--- config.mk ---
export PLATFORM = sky130hd
export DESIGN_NAME = bounded_signed_score_table
export DESIGN_NICKNAME = d
export VERILOG_FILES = /design/src/sv/bsst_pkg.sv /design/src/sv/bsst_table.sv /design/src/sv/bsst_ctrl.sv /design/src/sv/bounded_signed_score_table.sv
export SDC_FILE = /design/constraint.sdc
export NUM_CORES = 2
export LEC_CHECK = 0
export BUFFER_PORTS_ARGS = -buffer_cell sky130_fd_sc_hd__buf_2
export CAP_MARGIN = 40
export CORE_MARGIN = 3
export CORE_UTILIZATION = 36
export DETAILED_ROUTE_END_ITERATION = 6
export PLACE_DENSITY = 0.58
export RECOVER_POWER = 25
export SYNTH_ARGS = -nofsm -noshare
export SYNTH_HDL_FRONTEND = slang
export SYNTH_SLANG_ARGS = --single-unit
--- constraint.sdc ---
create_clock -name clock -period 20.6 [get_ports clock]
set_input_delay 4.12 -clock clock [delete_from_list [all_inputs] [get_ports clock]]
set_output_delay 4.12 -clock clock [all_outputs]
set_load 0.05 [all_outputs]
--- src/sv/bsst_pkg.sv ---
`timescale 1ns / 1ps
// Shared types, codes and helper functions of the bounded signed score table.
// No dependencies; used by every module of the block.
package bsst_pkg;

   localparam logic [1:0] REQ_ADD      = 2'd0;
   localparam logic [1:0] REQ_LOOKUP   = 2'd1;
   localparam logic [1:0] REQ_TRIM     = 2'd2;
   localparam logic [1:0] REQ_RESERVED = 2'd3;

   localparam logic [2:0] OC_UNCHANGED = 3'd0;
   localparam logic [2:0] OC_UPDATED   = 3'd1;
   localparam logic [2:0] OC_REMOVED   = 3'd2;
   localparam logic [2:0] OC_CREATED   = 3'd3;
   localparam logic [2:0] OC_CREATED_EV = 3'd4;
   localparam logic [2:0] OC_DROPPED   = 3'd5;
   localparam logic [2:0] OC_INVALID   = 3'd6;
   localparam logic [2:0] OC_TRIMMED   = 3'd7;

   localparam logic [1:0] CSR_ENTRY_LIMIT = 2'd0;
   localparam logic [1:0] CSR_VALUE_MAX   = 2'd1;
   localparam logic [1:0] CSR_DELTA_MAX   = 2'd2;
   localparam logic [1:0] CSR_OWN_ID      = 2'd3;

   typedef struct packed {
      logic [15:0]        key;
      logic signed [15:0] score;
   } entry_type;

   typedef struct packed {
      logic [2:0]         outcome;
      logic [15:0]        evicted_key;
      logic signed [15:0] score;
      logic               last;
   } result_type;

   typedef struct packed {
      logic [14:0] value_max;   // already forced nonzero
      logic [14:0] delta_max;   // already forced nonzero
      logic [15:0] own_id;
   } cfg_type;

   // saturate a 17-bit signed value to +-m
   function automatic logic signed [15:0] clamp_fn(input logic signed [16:0] v,
                                                   input logic [14:0] m);
      logic signed [16:0] mx;
      mx = signed'({2'b00, m});
      if (v > mx) return mx[15:0];
      if (v < -mx) return 16'(-mx);
      return v[15:0];
   endfunction

   // magnitude of a stored score (never the most negative code)
   function automatic logic [14:0] mag_fn(input logic signed [15:0] s);
      logic signed [15:0] n;
      n = -s;
      return s[15] ? n[14:0] : s[14:0];
   endfunction

endpackage

--- src/sv/bsst_table.sv ---
`timescale 1ns / 1ps
// Entry storage of the score table: one write port, one registered read port.
// Depends on bsst_pkg for the entry type.
module bsst_table #(
   parameter int ENTRIES = 32
) (
   input  logic                         clock,
   input  logic [$clog2(ENTRIES)-1:0]   rd_addr,
   output bsst_pkg::entry_type          rd_data_ff,
   input  logic                         wr_en,
   input  logic [$clog2(ENTRIES)-1:0]   wr_addr,
   input  bsst_pkg::entry_type          wr_data
);
   import bsst_pkg::*;

   entry_type mem [ENTRIES];

   always_ff @(posedge clock) begin
      if (wr_en) begin
         mem[wr_addr] <= wr_data;
      end
      rd_data_ff <= mem[rd_addr];
   end

endmodule

--- src/sv/bsst_ctrl.sv ---
`timescale 1ns / 1ps
// Sequencer of the score table: scan, decide, shift entries, write, report.
// Depends on bsst_pkg and drives the bsst_table memory.
module bsst_ctrl #(
   parameter int ENTRIES = 32
) (
   input  logic                           clock,
   input  logic                           reset,
   input  logic                           req_valid,
   output logic                           req_ready,
   input  logic [1:0]                     req_kind,
   input  logic [15:0]                    req_key,
   input  logic signed [15:0]             req_delta,
   input  logic [$clog2(ENTRIES+1)-1:0]   lim,
   input  bsst_pkg::cfg_type              cfg,
   output logic                           res_valid,
   input  logic                           res_ready,
   output bsst_pkg::result_type           res
);
   import bsst_pkg::*;

   localparam int IW = $clog2(ENTRIES);
   localparam int CW = $clog2(ENTRIES + 1);
   localparam int CX = CW + 1;

   typedef enum logic [6:0] {
      ST_IDLE   = 7'b0000001,
      ST_SCAN   = 7'b0000010,
      ST_DECIDE = 7'b0000100,
      ST_SH_RD  = 7'b0001000,
      ST_SH_WR  = 7'b0010000,
      ST_FIN    = 7'b0100000,
      ST_RESP   = 7'b1000000
   } state_type;

   state_type          state_ff, state_in;
   logic [1:0]         kind_ff, kind_in;
   logic [15:0]        key_ff, key_in;
   logic signed [15:0] delta_ff, delta_in;
   logic [CW-1:0]      count_ff, count_in, count_new_ff, count_new_in;
   logic [CW-1:0]      scan_ff, scan_in, rd_idx_ff, rd_idx_in;
   logic               rd_vld_ff, rd_vld_in;
   logic               found_ff, found_in, eq_ff, eq_in;
   logic [CW-1:0]      idx_ff, idx_in, w_ff, w_in;
   logic signed [15:0] eqscore_ff, eqscore_in;
   logic [14:0]        wmag_ff, wmag_in;
   logic [15:0]        wkey_ff, wkey_in;
   logic [CW-1:0]      sh_j_ff, sh_j_in, sh_last_ff, sh_last_in;
   logic               sh_dec_ff, sh_dec_in;
   logic               new_wr_ff, new_wr_in;
   logic [CW-1:0]      new_pos_ff, new_pos_in;
   entry_type          new_ent_ff, new_ent_in;
   logic               more_ff, more_in;
   result_type         res_ff, res_in;

   logic [IW-1:0]      rd_addr, wr_addr;
   logic               wr_en;
   entry_type          wr_data, rd_data;

   logic [CX-1:0]      cnt_x, idx_x, w_x, lim_x;
   logic [CW-1:0]      idx_e;
   logic signed [15:0] d_c, v_c, nxt_c;
   logic signed [16:0] sum_c;
   logic [CW-1:0]      j_src;

   bsst_table #(.ENTRIES(ENTRIES)) u_table (
      .clock     (clock),
      .rd_addr   (rd_addr),
      .rd_data_ff(rd_data),
      .wr_en     (wr_en),
      .wr_addr   (wr_addr),
      .wr_data   (wr_data)
   );

   assign req_ready = (state_ff == ST_IDLE);
   assign res_valid = (state_ff == ST_RESP);
   assign res       = res_ff;

   always_comb begin
      idx_e = found_ff ? idx_ff : count_ff;
      cnt_x = {1'b0, count_ff};
      idx_x = {1'b0, idx_e};
      w_x   = {1'b0, w_ff};
      lim_x = {1'b0, lim};
      d_c   = clamp_fn({delta_ff[15], delta_ff}, cfg.delta_max);
      sum_c = {eqscore_ff[15], eqscore_ff} + {d_c[15], d_c};
      nxt_c = clamp_fn(sum_c, cfg.value_max);
      v_c   = clamp_fn({d_c[15], d_c}, cfg.value_max);
      j_src = sh_dec_ff ? (sh_j_ff - 1'b1) : (sh_j_ff + 1'b1);
   end

   always_comb begin
      state_in     = state_ff;
      kind_in      = kind_ff;
      key_in       = key_ff;
      delta_in     = delta_ff;
      count_in     = count_ff;
      count_new_in = count_new_ff;
      scan_in      = scan_ff;
      rd_idx_in    = scan_ff;
      rd_vld_in    = 1'b0;
      found_in     = found_ff;
      eq_in        = eq_ff;
      idx_in       = idx_ff;
      eqscore_in   = eqscore_ff;
      w_in         = w_ff;
      wmag_in      = wmag_ff;
      wkey_in      = wkey_ff;
      sh_j_in      = sh_j_ff;
      sh_last_in   = sh_last_ff;
      sh_dec_in    = sh_dec_ff;
      new_wr_in    = new_wr_ff;
      new_pos_in   = new_pos_ff;
      new_ent_in   = new_ent_ff;
      more_in      = more_ff;
      res_in       = res_ff;
      rd_addr      = scan_ff[IW-1:0];
      wr_en        = 1'b0;
      wr_addr      = sh_j_ff[IW-1:0];
      wr_data      = rd_data;

      case (state_ff)
         ST_IDLE: begin
            if (req_valid) begin
               kind_in  = req_kind;
               key_in   = req_key;
               delta_in = req_delta;
               scan_in  = '0;
               found_in = 1'b0;
               eq_in    = 1'b0;
               state_in = ST_SCAN;
            end
         end
         ST_SCAN: begin
            // issue one read a cycle, fold in the entry read the cycle before
            rd_vld_in = (scan_ff < count_ff);
            if (rd_vld_in) scan_in = scan_ff + 1'b1;
            if (rd_vld_ff) begin
               if (!found_ff && rd_data.key >= key_ff) begin
                  found_in   = 1'b1;
                  idx_in     = rd_idx_ff;
                  eq_in      = (rd_data.key == key_ff);
                  eqscore_in = rd_data.score;
               end
               if (rd_idx_ff == '0 || mag_fn(rd_data.score) < wmag_ff) begin
                  w_in    = rd_idx_ff;
                  wmag_in = mag_fn(rd_data.score);
                  wkey_in = rd_data.key;
               end
            end
            if (!rd_vld_in && !rd_vld_ff) state_in = ST_DECIDE;
         end
         ST_DECIDE: begin
            res_in.outcome     = OC_UNCHANGED;
            res_in.evicted_key = '0;
            res_in.score       = '0;
            res_in.last        = 1'b1;
            more_in            = 1'b0;
            new_wr_in          = 1'b0;
            count_new_in       = count_ff;
            state_in           = ST_RESP;
            case (kind_ff)
               REQ_LOOKUP: begin
                  if (eq_ff) res_in.score = eqscore_ff;
               end
               REQ_TRIM: begin
                  if (cnt_x > lim_x) begin
                     res_in.outcome     = OC_TRIMMED;
                     res_in.evicted_key = wkey_ff;
                     res_in.last        = ((cnt_x - 1'b1) <= lim_x);
                     more_in            = !res_in.last;
                     count_new_in       = count_ff - 1'b1;
                     sh_j_in            = w_ff;
                     sh_last_in         = count_ff - 2'd2;
                     sh_dec_in          = 1'b0;
                     state_in = ((w_x + 2'd2) <= cnt_x) ? ST_SH_RD : ST_FIN;
                  end
               end
               REQ_ADD: begin
                  if (key_ff == '0 || key_ff == cfg.own_id) begin
                     res_in.outcome = OC_INVALID;
                  end else if (eq_ff) begin
                     if (nxt_c == eqscore_ff) begin
                        res_in.outcome = OC_UNCHANGED;
                     end else if (nxt_c == '0) begin
                        res_in.outcome = OC_REMOVED;
                        count_new_in   = count_ff - 1'b1;
                        sh_j_in        = idx_e;
                        sh_last_in     = count_ff - 2'd2;
                        sh_dec_in      = 1'b0;
                        state_in = ((idx_x + 2'd2) <= cnt_x) ? ST_SH_RD : ST_FIN;
                     end else begin
                        res_in.outcome = OC_UPDATED;
                        new_wr_in      = 1'b1;
                        new_pos_in     = idx_e;
                        new_ent_in     = '{key: key_ff, score: nxt_c};
                        state_in       = ST_FIN;
                     end
                  end else if (d_c == '0) begin
                     res_in.outcome = OC_UNCHANGED;
                  end else if (cnt_x >= lim_x) begin
                     if (mag_fn(v_c) > wmag_ff) begin
                        res_in.outcome     = OC_CREATED_EV;
                        res_in.evicted_key = wkey_ff;
                        new_wr_in          = 1'b1;
                        new_ent_in         = '{key: key_ff, score: v_c};
                        sh_j_in            = w_ff;
                        if (w_x < idx_x) begin
                           // close the gap at the victim, open one below the new key
                           new_pos_in = idx_e - 1'b1;
                           sh_last_in = idx_e - 2'd2;
                           sh_dec_in  = 1'b0;
                           state_in   = ((w_x + 2'd2) <= idx_x) ? ST_SH_RD : ST_FIN;
                        end else begin
                           new_pos_in = idx_e;
                           sh_last_in = idx_e + 1'b1;
                           sh_dec_in  = 1'b1;
                           state_in   = (w_x > idx_x) ? ST_SH_RD : ST_FIN;
                        end
                     end else begin
                        res_in.outcome = OC_DROPPED;
                     end
                  end else begin
                     res_in.outcome = OC_CREATED;
                     count_new_in   = count_ff + 1'b1;
                     new_wr_in      = 1'b1;
                     new_pos_in     = idx_e;
                     new_ent_in     = '{key: key_ff, score: v_c};
                     sh_j_in        = count_ff;
                     sh_last_in     = idx_e + 1'b1;
                     sh_dec_in      = 1'b1;
                     state_in       = (cnt_x > idx_x) ? ST_SH_RD : ST_FIN;
                  end
               end
               default: begin
                  res_in.outcome = OC_INVALID;
               end
            endcase
         end
         ST_SH_RD: begin
            rd_addr  = j_src[IW-1:0];
            state_in = ST_SH_WR;
         end
         ST_SH_WR: begin
            wr_en = 1'b1;
            if (sh_j_ff == sh_last_ff) begin
               state_in = ST_FIN;
            end else begin
               sh_j_in  = sh_dec_ff ? (sh_j_ff - 1'b1) : (sh_j_ff + 1'b1);
               state_in = ST_SH_RD;
            end
         end
         ST_FIN: begin
            wr_en    = new_wr_ff;
            wr_addr  = new_pos_ff[IW-1:0];
            wr_data  = new_ent_ff;
            count_in = count_new_ff;
            state_in = ST_RESP;
         end
         ST_RESP: begin
            if (res_ready) begin
               if (more_ff) begin
                  scan_in  = '0;
                  found_in = 1'b0;
                  eq_in    = 1'b0;
                  state_in = ST_SCAN;
               end else begin
                  state_in = ST_IDLE;
               end
            end
         end
         default: begin
            state_in = ST_IDLE;
         end
      endcase
   end

   always_ff @(posedge clock) begin
      if (reset) begin
         state_ff  <= ST_IDLE;
         count_ff  <= '0;
         rd_vld_ff <= 1'b0;
      end else begin
         state_ff  <= state_in;
         count_ff  <= count_in;
         rd_vld_ff <= rd_vld_in;
      end
   end

   always_ff @(posedge clock) begin
      kind_ff      <= kind_in;
      key_ff       <= key_in;
      delta_ff     <= delta_in;
      count_new_ff <= count_new_in;
      scan_ff      <= scan_in;
      rd_idx_ff    <= rd_idx_in;
      found_ff     <= found_in;
      eq_ff        <= eq_in;
      idx_ff       <= idx_in;
      eqscore_ff   <= eqscore_in;
      w_ff         <= w_in;
      wmag_ff      <= wmag_in;
      wkey_ff      <= wkey_in;
      sh_j_ff      <= sh_j_in;
      sh_last_ff   <= sh_last_in;
      sh_dec_ff    <= sh_dec_in;
      new_wr_ff    <= new_wr_in;
      new_pos_ff   <= new_pos_in;
      new_ent_ff   <= new_ent_in;
      more_ff      <= more_in;
      res_ff       <= res_in;
   end

endmodule

--- src/sv/bounded_signed_score_table.sv ---
`timescale 1ns / 1ps
// Top level of the bounded signed score table: configuration registers,
// result output register and the bsst_ctrl sequencer. Depends on bsst_pkg.
//
// Usage:
//  - req_*: one transaction per request. tuser = req_type, tdata = {delta, key}.
//    Add (0) adjusts a key's score, lookup (1) reads it, trim (2) evicts the
//    weakest entries until the count fits entry_limit; type 3 reports invalid.
//  - rsp_*: one transaction per result; add and lookup give one, trim gives
//    one per evicted key (or one if none); tlast marks a request's last result.
//  - csr_*: register writes, always ready; write only while the block is idle.
// Sequence: a request scans the live entries one per cycle, takes a decision,
// then moves entries one at a time through the table memory, a read and then
// a write per moved entry, then writes the new entry and loads the result. A
// trim repeats that per evicted key. req_tready is high only while no request
// is in flight.
// Reset empties the table and loads limit 32, value and delta max 100, own id 0.
// When rsp_tready is low the result holds in the output register and the
// sequencer waits on the next result; no result is lost.
module bounded_signed_score_table #(
   parameter int ENTRIES = 32
) (
   input  logic        clock,
   input  logic        reset,
   input  logic        req_tvalid,
   output logic        req_tready,
   input  logic [31:0] req_tdata,   // [15:0] key, [31:16] delta
   input  logic [1:0]  req_tuser,   // [1:0] req_type
   output logic        rsp_tvalid,
   input  logic        rsp_tready,
   output logic [31:0] rsp_tdata,   // [15:0] evicted_key, [31:16] score
   output logic [2:0]  rsp_tuser,   // [2:0] outcome
   output logic        rsp_tlast,
   input  logic        csr_valid,
   output logic        csr_ready,
   input  logic [1:0]  csr_index,
   input  logic [15:0] csr_wdata
);
   import bsst_pkg::*;

   localparam int CW = $clog2(ENTRIES + 1);
   localparam int LW = (CW > 6 ? CW : 6) + 1;

   logic [5:0]    limit_ff;
   logic [14:0]   vmax_ff, dmax_ff;
   logic [15:0]   own_ff;
   logic [LW-1:0] limit_w;
   logic [CW-1:0] lim_eff;
   cfg_type       cfg;

   logic          res_valid, res_ready;
   result_type    res;
   logic          rsp_valid_ff;
   result_type    rsp_ff;

   assign csr_ready = 1'b1;

   // register file: write on handshake
   always_ff @(posedge clock) begin
      if (reset) begin
         limit_ff <= 6'd32;
         vmax_ff  <= 15'd100;
         dmax_ff  <= 15'd100;
         own_ff   <= '0;
      end else if (csr_valid) begin
         case (csr_index)
            CSR_ENTRY_LIMIT: limit_ff <= csr_wdata[5:0];
            CSR_VALUE_MAX:   vmax_ff  <= csr_wdata[14:0];
            CSR_DELTA_MAX:   dmax_ff  <= csr_wdata[14:0];
            CSR_OWN_ID:      own_ff   <= csr_wdata;
            default:         own_ff   <= own_ff;
         endcase
      end
   end

   // effective limit: zero acts as one, anything above the table size as the size
   always_comb begin
      limit_w = LW'(limit_ff);
      if (limit_ff == '0) lim_eff = CW'(1);
      else if (limit_w > LW'(ENTRIES)) lim_eff = CW'(ENTRIES);
      else lim_eff = limit_w[CW-1:0];
      cfg.value_max = (vmax_ff == '0) ? 15'd1 : vmax_ff;
      cfg.delta_max = (dmax_ff == '0) ? 15'd1 : dmax_ff;
      cfg.own_id    = own_ff;
   end

   bsst_ctrl #(.ENTRIES(ENTRIES)) u_ctrl (
      .clock    (clock),
      .reset    (reset),
      .req_valid(req_tvalid),
      .req_ready(req_tready),
      .req_kind (req_tuser),
      .req_key  (req_tdata[15:0]),
      .req_delta(signed'(req_tdata[31:16])),
      .lim      (lim_eff),
      .cfg      (cfg),
      .res_valid(res_valid),
      .res_ready(res_ready),
      .res      (res)
   );

   // output register: load when empty or being drained
   assign res_ready = !rsp_valid_ff || rsp_tready;

   always_ff @(posedge clock) begin
      if (reset) begin
         rsp_valid_ff <= 1'b0;
      end else if (res_ready) begin
         rsp_valid_ff <= res_valid;
      end
   end

   always_ff @(posedge clock) begin
      if (res_ready && res_valid) begin
         rsp_ff <= res;
      end
   end

   assign rsp_tvalid = rsp_valid_ff;
   assign rsp_tdata  = {rsp_ff.score, rsp_ff.evicted_key};
   assign rsp_tuser  = rsp_ff.outcome;
   assign rsp_tlast  = rsp_ff.last;

endmodule

[Word-level counts from Yosys, hierarchy flattened]
Memories as Yosys holds them, arrays and structs flattened. A register that Yosys moved wholly into a read port is not among the register bits.
Cells that the tools add are included.
Storage, ports and cells
  flip-flop bits (word level): 304
  bits in writable memories: 1024
  bits of input ports: 57
  output and inout port bits: 39
  logic and storage cells: 302
  memories: 1
Memories
  u_ctrl.u_table.mem: words 32, bits a word 32, read ports 1, clocked after memory_dff 1, write ports 1, line bsst_table.sv:16  | entry_type mem [ENTRIES];
Cells by class
  $add $sub $neg: 17
  magnitude comparators: 20
  equality and inequality tests: 41
  mux-type cells: 143
  bitwise logic cells: 3
  reduce and logical (&&, ||, !) cells: 40
Operators with widths (count)
  16-bit 2-to-1 mux: 17
  6-bit 2-to-1 mux: 39
  32-bit 2-to-1 mux: 7
  7-bit 2-to-1 mux: 12
  15-bit 2-to-1 mux: 4
  7-bit case mux with 7 select lines: 1
  16-bit equality test: 3
  16-bit logical NOT: 3
  6-bit case mux with 2 select lines: 4
  5-bit 2-to-1 mux: 9
  16-bit by 17-bit less-than comparator with 1-bit output: 2
  1-bit 2-to-1 mux: 34
  15-bit negation with 17-bit output: 2
  16-bit > comparator: 2
  16-bit case mux with 2 select lines: 1
  15-bit logical NOT: 2
  15-bit negation: 2
  7-bit by 6-bit less-or-equal comparator with 1-bit output: 4
  6-bit by 1-bit adder with 6-bit output, second input constant: 4
  19-bit 2-to-1 mux: 1
  6-bit > comparator: 3
  6-bit case mux with 3 select lines: 1
  16-bit by 16-bit adder with 17-bit output: 1
  17-bit by 16-bit > comparator with 1-bit output: 1
  52 further kinds: 105

[Logic depth before layout (Yosys ltp)]
  depth in word-level cells: 23
  gate-level depth with buffers: 51
  depth with buffers taken out: 44

[Cells and area by module]
A second synthesis with hierarchy kept.
Second synthesis, totals
  cell total of the unflattened synthesis: 4568
  area total of the unflattened synthesis: 61913.1 um2
By module, submodules not included
  bsst_table: instances 1, cells an instance 2260, area an instance 40492.6 um2, seq. area each 31390.1 um2
  bsst_ctrl: instances 1, cells an instance 1995, area an instance 18208.7 um2, seq. area each 6256.0 um2
  bounded_signed_score_table: instances 1, cells an instance 313, area an instance 3211.8 um2, seq. area each 2142.1 um2

[Worst setup path after synthesis]
No wires, ideal clock.
  kind: reg2reg
  from: register dmax_ff[8]
  to: register u_ctrl.new_ent_ff[0] in the netlist's numbering (enable)
  setup time: 0.477 ns
  arrival time: 12.078 ns
  required time: 20.123 ns
  setup slack: 8.045 ns
  stages on the path, launching flop included: 46
  path buffers: 5
  clock period less this slack: 12.555 ns
  cell sequence: dfxtp_1 -> buf_6 -> or4_4 -> or3_4 -> o31ai_1 -> inv_1 -> ha_1 -> or3b_1 -> buf_2 -> or2_4 -> nor3_4 -> xnor2_1 -> ha_1 -> a21oi_1 -> o211ai_1 -> or3_1 -> clkbuf_1 -> a21oi_1 -> [... 10 more ...] -> buf_2 -> buf_2 -> o31ai_1 -> ha_1 -> inv_1 -> nor4_1 -> o2111ai_1 -> o41a_1 -> xor2_1 -> ha_1 -> o21ai_0 -> nand2b_1 -> a21oi_1 -> nor3_1 -> o221ai_1 -> nand2_1 -> nand2_1 -> nor3_1
Between the ends
  word-level cells in the longest chain between the ends: 18
  elaborated cells on any way between the ends: 40
  those cells by class: 3 x add/sub; 7 x order compare; 5 x eq/ne; 21 x mux; 4 x reduce/logical
Ends and longest elaborated chain
  start, declared: line bounded_signed_score_table.sv:45  | logic [14:0] vmax_ff, dmax_ff;
  start signal, assigned: line bounded_signed_score_table.sv:69  | CSR_DELTA_MAX: dmax_ff <= csr_wdata[14:0];
  15-bit logical NOT: line bounded_signed_score_table.sv:83  | cfg.delta_max = (dmax_ff == '0) ? 15'd1 : dmax_ff;
  15-bit 2-to-1 mux (*): line bounded_signed_score_table.sv:83
  15-bit negation with 17-bit output: line bsst_pkg.sv:49  | if (v < -mx) return 16'(-mx);
  16-bit by 17-bit less-than comparator with 1-bit output: line bsst_pkg.sv:49
  1-bit 2-to-1 mux (2 in series): line bsst_pkg.sv:49
  16-bit 2-to-1 mux: line bsst_pkg.sv:50  | return v[15:0];
  16-bit 2-to-1 mux (*): line bsst_pkg.sv:49
  16-bit by 17-bit less-than comparator with 1-bit output: line bsst_pkg.sv:49
  1-bit 2-to-1 mux (2 in series): line bsst_pkg.sv:49
  16-bit 2-to-1 mux: line bsst_pkg.sv:50
  16-bit 2-to-1 mux: line bsst_pkg.sv:49
  15-bit negation: line bsst_pkg.sv:56  | n = -s;
  15-bit 2-to-1 mux: line bsst_pkg.sv:57  | return s[15] ? n[14:0] : s[14:0];
  15-bit > comparator: line bsst_ctrl.sv:202  | if (mag_fn(v_c) > wmag_ff) begin
  3-bit by 2-bit != test with 1-bit output (no line)
  7-bit AND reduction (no line) (*)
  end signal, assigned: line bsst_ctrl.sv:309  | new_ent_ff <= new_ent_in;
  end, declared: line bsst_ctrl.sv:52  | entry_type new_ent_ff, new_ent_in;
Every way passes the cells marked *; elsewhere a longest branch is shown, timed or not. The select of a mux whose other input is x is not followed.
A chain may end at the register's enable or synchronous reset.

[Worst setup path in the final report]
  from: register dmax_ff[7]
  to: register u_ctrl.sh_last_ff[4] (enable)
Between the ends
  word-level cells in the longest chain between the ends: 18
  elaborated cells on any way between the ends: 40
  those cells by class: 3 x add/sub; 7 x order compare; 5 x eq/ne; 21 x mux; 4 x reduce/logical
Ends and longest elaborated chain
  15-bit logical NOT: line bounded_signed_score_table.sv:83
  15-bit 2-to-1 mux (*): line bounded_signed_score_table.sv:83
  15-bit negation with 17-bit output: line bsst_pkg.sv:49
  16-bit by 17-bit less-than comparator with 1-bit output: line bsst_pkg.sv:49
  1-bit 2-to-1 mux (2 in series): line bsst_pkg.sv:49
  16-bit 2-to-1 mux: line bsst_pkg.sv:50
  16-bit 2-to-1 mux (*): line bsst_pkg.sv:49
  16-bit by 17-bit less-than comparator with 1-bit output: line bsst_pkg.sv:49
  1-bit 2-to-1 mux (2 in series): line bsst_pkg.sv:49
  16-bit 2-to-1 mux: line bsst_pkg.sv:50
  16-bit 2-to-1 mux: line bsst_pkg.sv:49
  15-bit negation: line bsst_pkg.sv:56
  15-bit 2-to-1 mux: line bsst_pkg.sv:57
  15-bit > comparator: line bsst_ctrl.sv:202
  4-bit by 3-bit != test with 1-bit output (no line)
  8-bit AND reduction (no line) (*)
  end signal, assigned: line bsst_ctrl.sv:305  | sh_last_ff <= sh_last_in;
  end, declared: line bsst_ctrl.sv:48  | logic [CW-1:0] sh_j_ff, sh_j_in, sh_last_ff, sh_last_in;
Marks and branches as above.

==> summary.md <==
| Metric | Value |
|---|---|
| Outcome | finished with violations |
| Violated checks | max-capacitance violations, max-slew violations |
| Initial antenna violation count | 4 |
| Worst Path Max Fanout | 28 |
| Slowest stage delay, CP | approximately 0.82 ns |
| Port bufs | 94 |
| DRT antenna net count | 0 |
| Number of vias per cell | around 5.5 |
| Core Box Area | around 170000 um2 |
| Worst reg-to-reg path cell count | 42 |
| Main synth FF type | edfxtp_1 |
| CP most frequent cell | ha_1 |
| Post-Synth Adder-Cell Area | ~4.5% |
| Yosys warning count | 0 |
| Crit path capture | u_ctrl.sh_last_ff[4]$_DFFE_PP_ |
| Area Growth Syn to Fin | 13.50% |
| Worst path depth | between 40 and 50 |
| Reg clk slew, reported paths | roughly 0.06 ns |
| Gp weighted congestion | a little under 1 |
| Post-synthesis mux area share | 0.7792% |
| Slew HR | -126.0% |
| Max-cap violations | 4 |
| Critical Path Start | dmax_ff[7]$_SDFFE_PP0P_ |
| Vias | approximately 42000 |
| Tcrit/Tclk final | a little over 60% |
| Dpl cells | a little over 7000 |
| Post-Layout Cell Count | 7511 |
| # DRC | 0 |
| CTS H-tree depth | 4 |
| Reg power frac | a little over a third |
| Final nets | approximately 5400 |
| Crit path buf inv count | 3 |
| DR WL/cell | around 25 um |
| Worst EP required | around 21 ns |
| GRT overflow | 0 |
| Xor and xnor area share after synthesis | between 1.5 and 2% |
| Pre-Repair DR Iteration Count | 6 |
| Worst path slowest cell | a221oi_1 |
| CTS max path bufs | 3 |
| Most frequent cell after synthesis | edfxtp_1 |
| Simple-gate portion of the synthesized area | between 10% and 20% |
| CTS tree | built |
| Setup bufs post-CTS | 0 |
| Largest family of logic cells by synthesized area | compound AO/OA/AOI/OAI gates |
| Clock power share | ~26% |
| Ranking of synthesized cells by area | edfxtp_1, nand2_1, a211oi_1 |
| Mapped Area | between 60000 and 70000 um2 |
| Number of placement rows | approximately 150 |
| Iteration-0 DRC Markers | about 4400 |
| Die Ht | about 420 um |
| Final setup viols | 0 |
| Final min period | ~13 ns |
| Share of cells above drive strength 1 | between 9 and 10% |
| Register area share after synthesis | approximately 64% |
| Switching Power | 3853 uW |
| Initial Util | between 30 and 40% |
| Max rail drop VDD | ~0.00019 V |
| RSZ-0062 raised after global routing | no |
| Setup TNS | 0 ns |
| Peak Freq | ~79 MHz |
| Cell Area, Placed | between 60000 and 70000 um2 |
| Worst R2R End | u_ctrl.sh_last_ff[4]$_DFFE_PP_ |
| Worst-margin pin slew | 3.390 ns |
| Compound-gate portion of the synthesized area | approximately 14% |
| Synth Register Bits | 1360 |
| Combinational power share | 38.2% |
| CTS Buf Count | between 100 and 150 |
| Clk Latency, worst-skew pair | approximately 0.81 ns |
| Most frequent cells after synthesis | edfxtp_1, nand2_1, a211oi_1 |
| Clk sinks | between 1000 and 1500 |
| Setup slack, reg-to-reg | ~8 ns |
| Post-synth top area cell | edfxtp_1 |
| Synth async-reset ratio | 0% |
| Clk root buf | clkbuf_16 |
| Final WL | around 190000 um |
| Pins Over Slew Limit | 133 |
| Post-synth EDFFs | 1255 |
| Post-Syn Area per Cell | 12.33 um2 |
| Cells after synthesis | approximately 5000 |
| CP delay by family, top | compound AO/OA/AOI/OAI gates |
| Sw frac | a little under two fifths |
| Die ar. | ~180000 um2 |
| Netlist cell types | just under 100 |
| Leakage power | 0.02381 uW |
| Fill cells | 15720 |
| Fin util | between 40% and 50% |
| Power density cells | roughly 140 nW/um2 |
| Final-report hold violation count | 0 |
| Post-CTS Hold Buffers | 0 |
| Critical Path Sink Type | register |
| Yosys top cell area share | 60.80% |
| Number of global-route vias before repair | a little under 40000 |
| Gr usage total | between 20% and 30% |
| Worst hold-check path type | reg2reg |
| Post-route cell area | approximately 70000 um2 |
| Final Skew | approximately 0.04 ns |
| Largest net degree at the start of global routing | roughly 210 |
| Horiz. Die Dim | 420.9 um |
| Global-route wire length before repair | about 270000 um |
| Post-CTS sizing | 0 |
| HPWL after detailed placement | roughly 110000 um |
| Setup CP Type | reg2reg |
| Diodes inserted | 0 |
| CP Launch Type | register |
| Reg2reg start | dmax_ff[7]$_SDFFE_PP0P_ |
| Data arrival, critical path | between 10 and 15 ns |
| Internal power | about 6200 uW |
| I/O pin count | between 90 and 100 |
-- per-layer routing --
| layer | vias up | routed length (um) | global-route usage [%] |
|---|---|---|---|
| li1 | 19130 | - | - |
| met1 | 20750 | 80860 | 27.92 |
| met2 | 1378 | 87140 | 32.91 |
| met3 | 334 | 11680 | 3.409 |
| met4 | 0 | 7332 | 8.096 |
| met5 | - | 0 | 0 |
-- worst register-to-register path, delay by kind of cell, from the launching register on --
kind	cells	cell delay, ns
AO/OA/AOI/OAI	17	5.84
XOR/XNOR	2	0.32
adder cells (fa/ha/maj)	5	1.56
buffers and inverters	3	0.43
flip-flops	1	0.38
AND/OR/NAND/NOR	15	3.84
-- final cells by class --
type	instances	area (um2)	share of cell area, %
tap	2295	2872	4.082
inverter	125	469.2	0.6669
sequential	1360	39790	56.56
clock inverter	68	713.2	1.014
clock buffer	205	3988	5.668
timing repair buffer	216	1605	2.282
multi-input combinational	3242	20920	29.73
-- power by group through the flow --
stage               Clock [uW]  Combinational, uW  Sequential (uW)
finish                    2560               3830             3650
global route              2730               4240             3660
CTS                       2620               3860             3640
detailed placement           0               3840             3700
global placement             0               3690             3710
floorplan                    0               2660             3590
-- registers in the layout, summed over array words and instances (netlist names), 16 cells and up --
| signal | cells |
|---|---|
| u_ctrl.key_ff | 16 |
| u_ctrl.wkey_ff | 16 |
| u_ctrl.u_table.mem | 1024 |
| rsp_tdata | 32 |
| own_ff | 16 |
| u_ctrl.u_table.rd_data_ff | 32 |
| u_ctrl.eqscore_ff | 16 |
| u_ctrl.new_ent_ff | 32 |
| u_ctrl.delta_ff | 16 |
| u_ctrl.res | 36 |
-- cell families after synthesis --
| kind of cell | Yosys count |
|---|---|
| AO/OA/AOI/OAI | 1269 |
| XOR/XNOR | 126 |
| adder cells (fa/ha/maj) | 223 |
| buffers and inverters | 428 |
| flip-flops | 1360 |
| multiplexers | 47 |
| other | 2 |
| AND/OR/NAND/NOR | 1573 |
-- placed cells by master (no fill, tap or decap), types with 45 or more instances in the layout --
| cell | instances |
|---|---|
| a31oi_1 | 144 |
| buf_4 | 76 |
| and2_1 | 255 |
| xor2_1 | 46 |
| dfxtp_1 | 105 |
| a311oi_1 | 130 |
| a211oi_1 | 373 |
| clkbuf_16 | 148 |
| ha_1 | 221 |
| edfxtp_1 | 1255 |
| inv_1 | 122 |
| o21ai_0 | 97 |
| nand3_1 | 45 |
| xnor2_1 | 79 |
| clkbuf_1 | 69 |
| nand2_1 | 819 |
| buf_2 | 96 |
| a21oi_1 | 263 |
| nor2_1 | 133 |
| a21o_1 | 72 |
-- stage by stage --
stage | hold WS (ns) | setup WS, ns | total power, uW
global route | 0.4265 | 6.793 | 10620
finish | 0.4176 | 7.870 | 10050
global placement | 0.4037 | 7.203 | 7398
CTS | 0.4110 | 7.924 | 10110
detailed placement | 0.4052 | 7.930 | 7530
floorplan | 0.3961 | 8.045 | 6248
-- worst min-delay path by stage --
stage / cells after the start / to / startpoint / slack (ns)
final: 0 / rsp_tlast$_DFFE_PP_ / u_ctrl.res[0]$_SDFFCE_PN1P_ / 0.42
after global routing: 0 / rsp_tdata[30]$_DFFE_PP_ / u_ctrl.res[15]$_SDFFCE_PN0P_ / 0.43
after CTS: 0 / rsp_tdata[23]$_DFFE_PP_ / u_ctrl.res[8]$_SDFFCE_PN0P_ / 0.41
after detailed placement: 0 / rsp_tdata[23]$_DFFE_PP_ / u_ctrl.res[8]$_SDFFCE_PN0P_ / 0.41
after global placement: 0 / rsp_tuser[1]$_DFFE_PP_ / u_ctrl.res[34]$_DFFE_PP_ / 0.40
after floorplan: 0 / u_ctrl.rd_idx_ff[5]$_DFF_P_ / u_ctrl.rd_idx_in[5]$_SDFFCE_PN0P_ / 0.40
(Power assumes the default switching activity.)
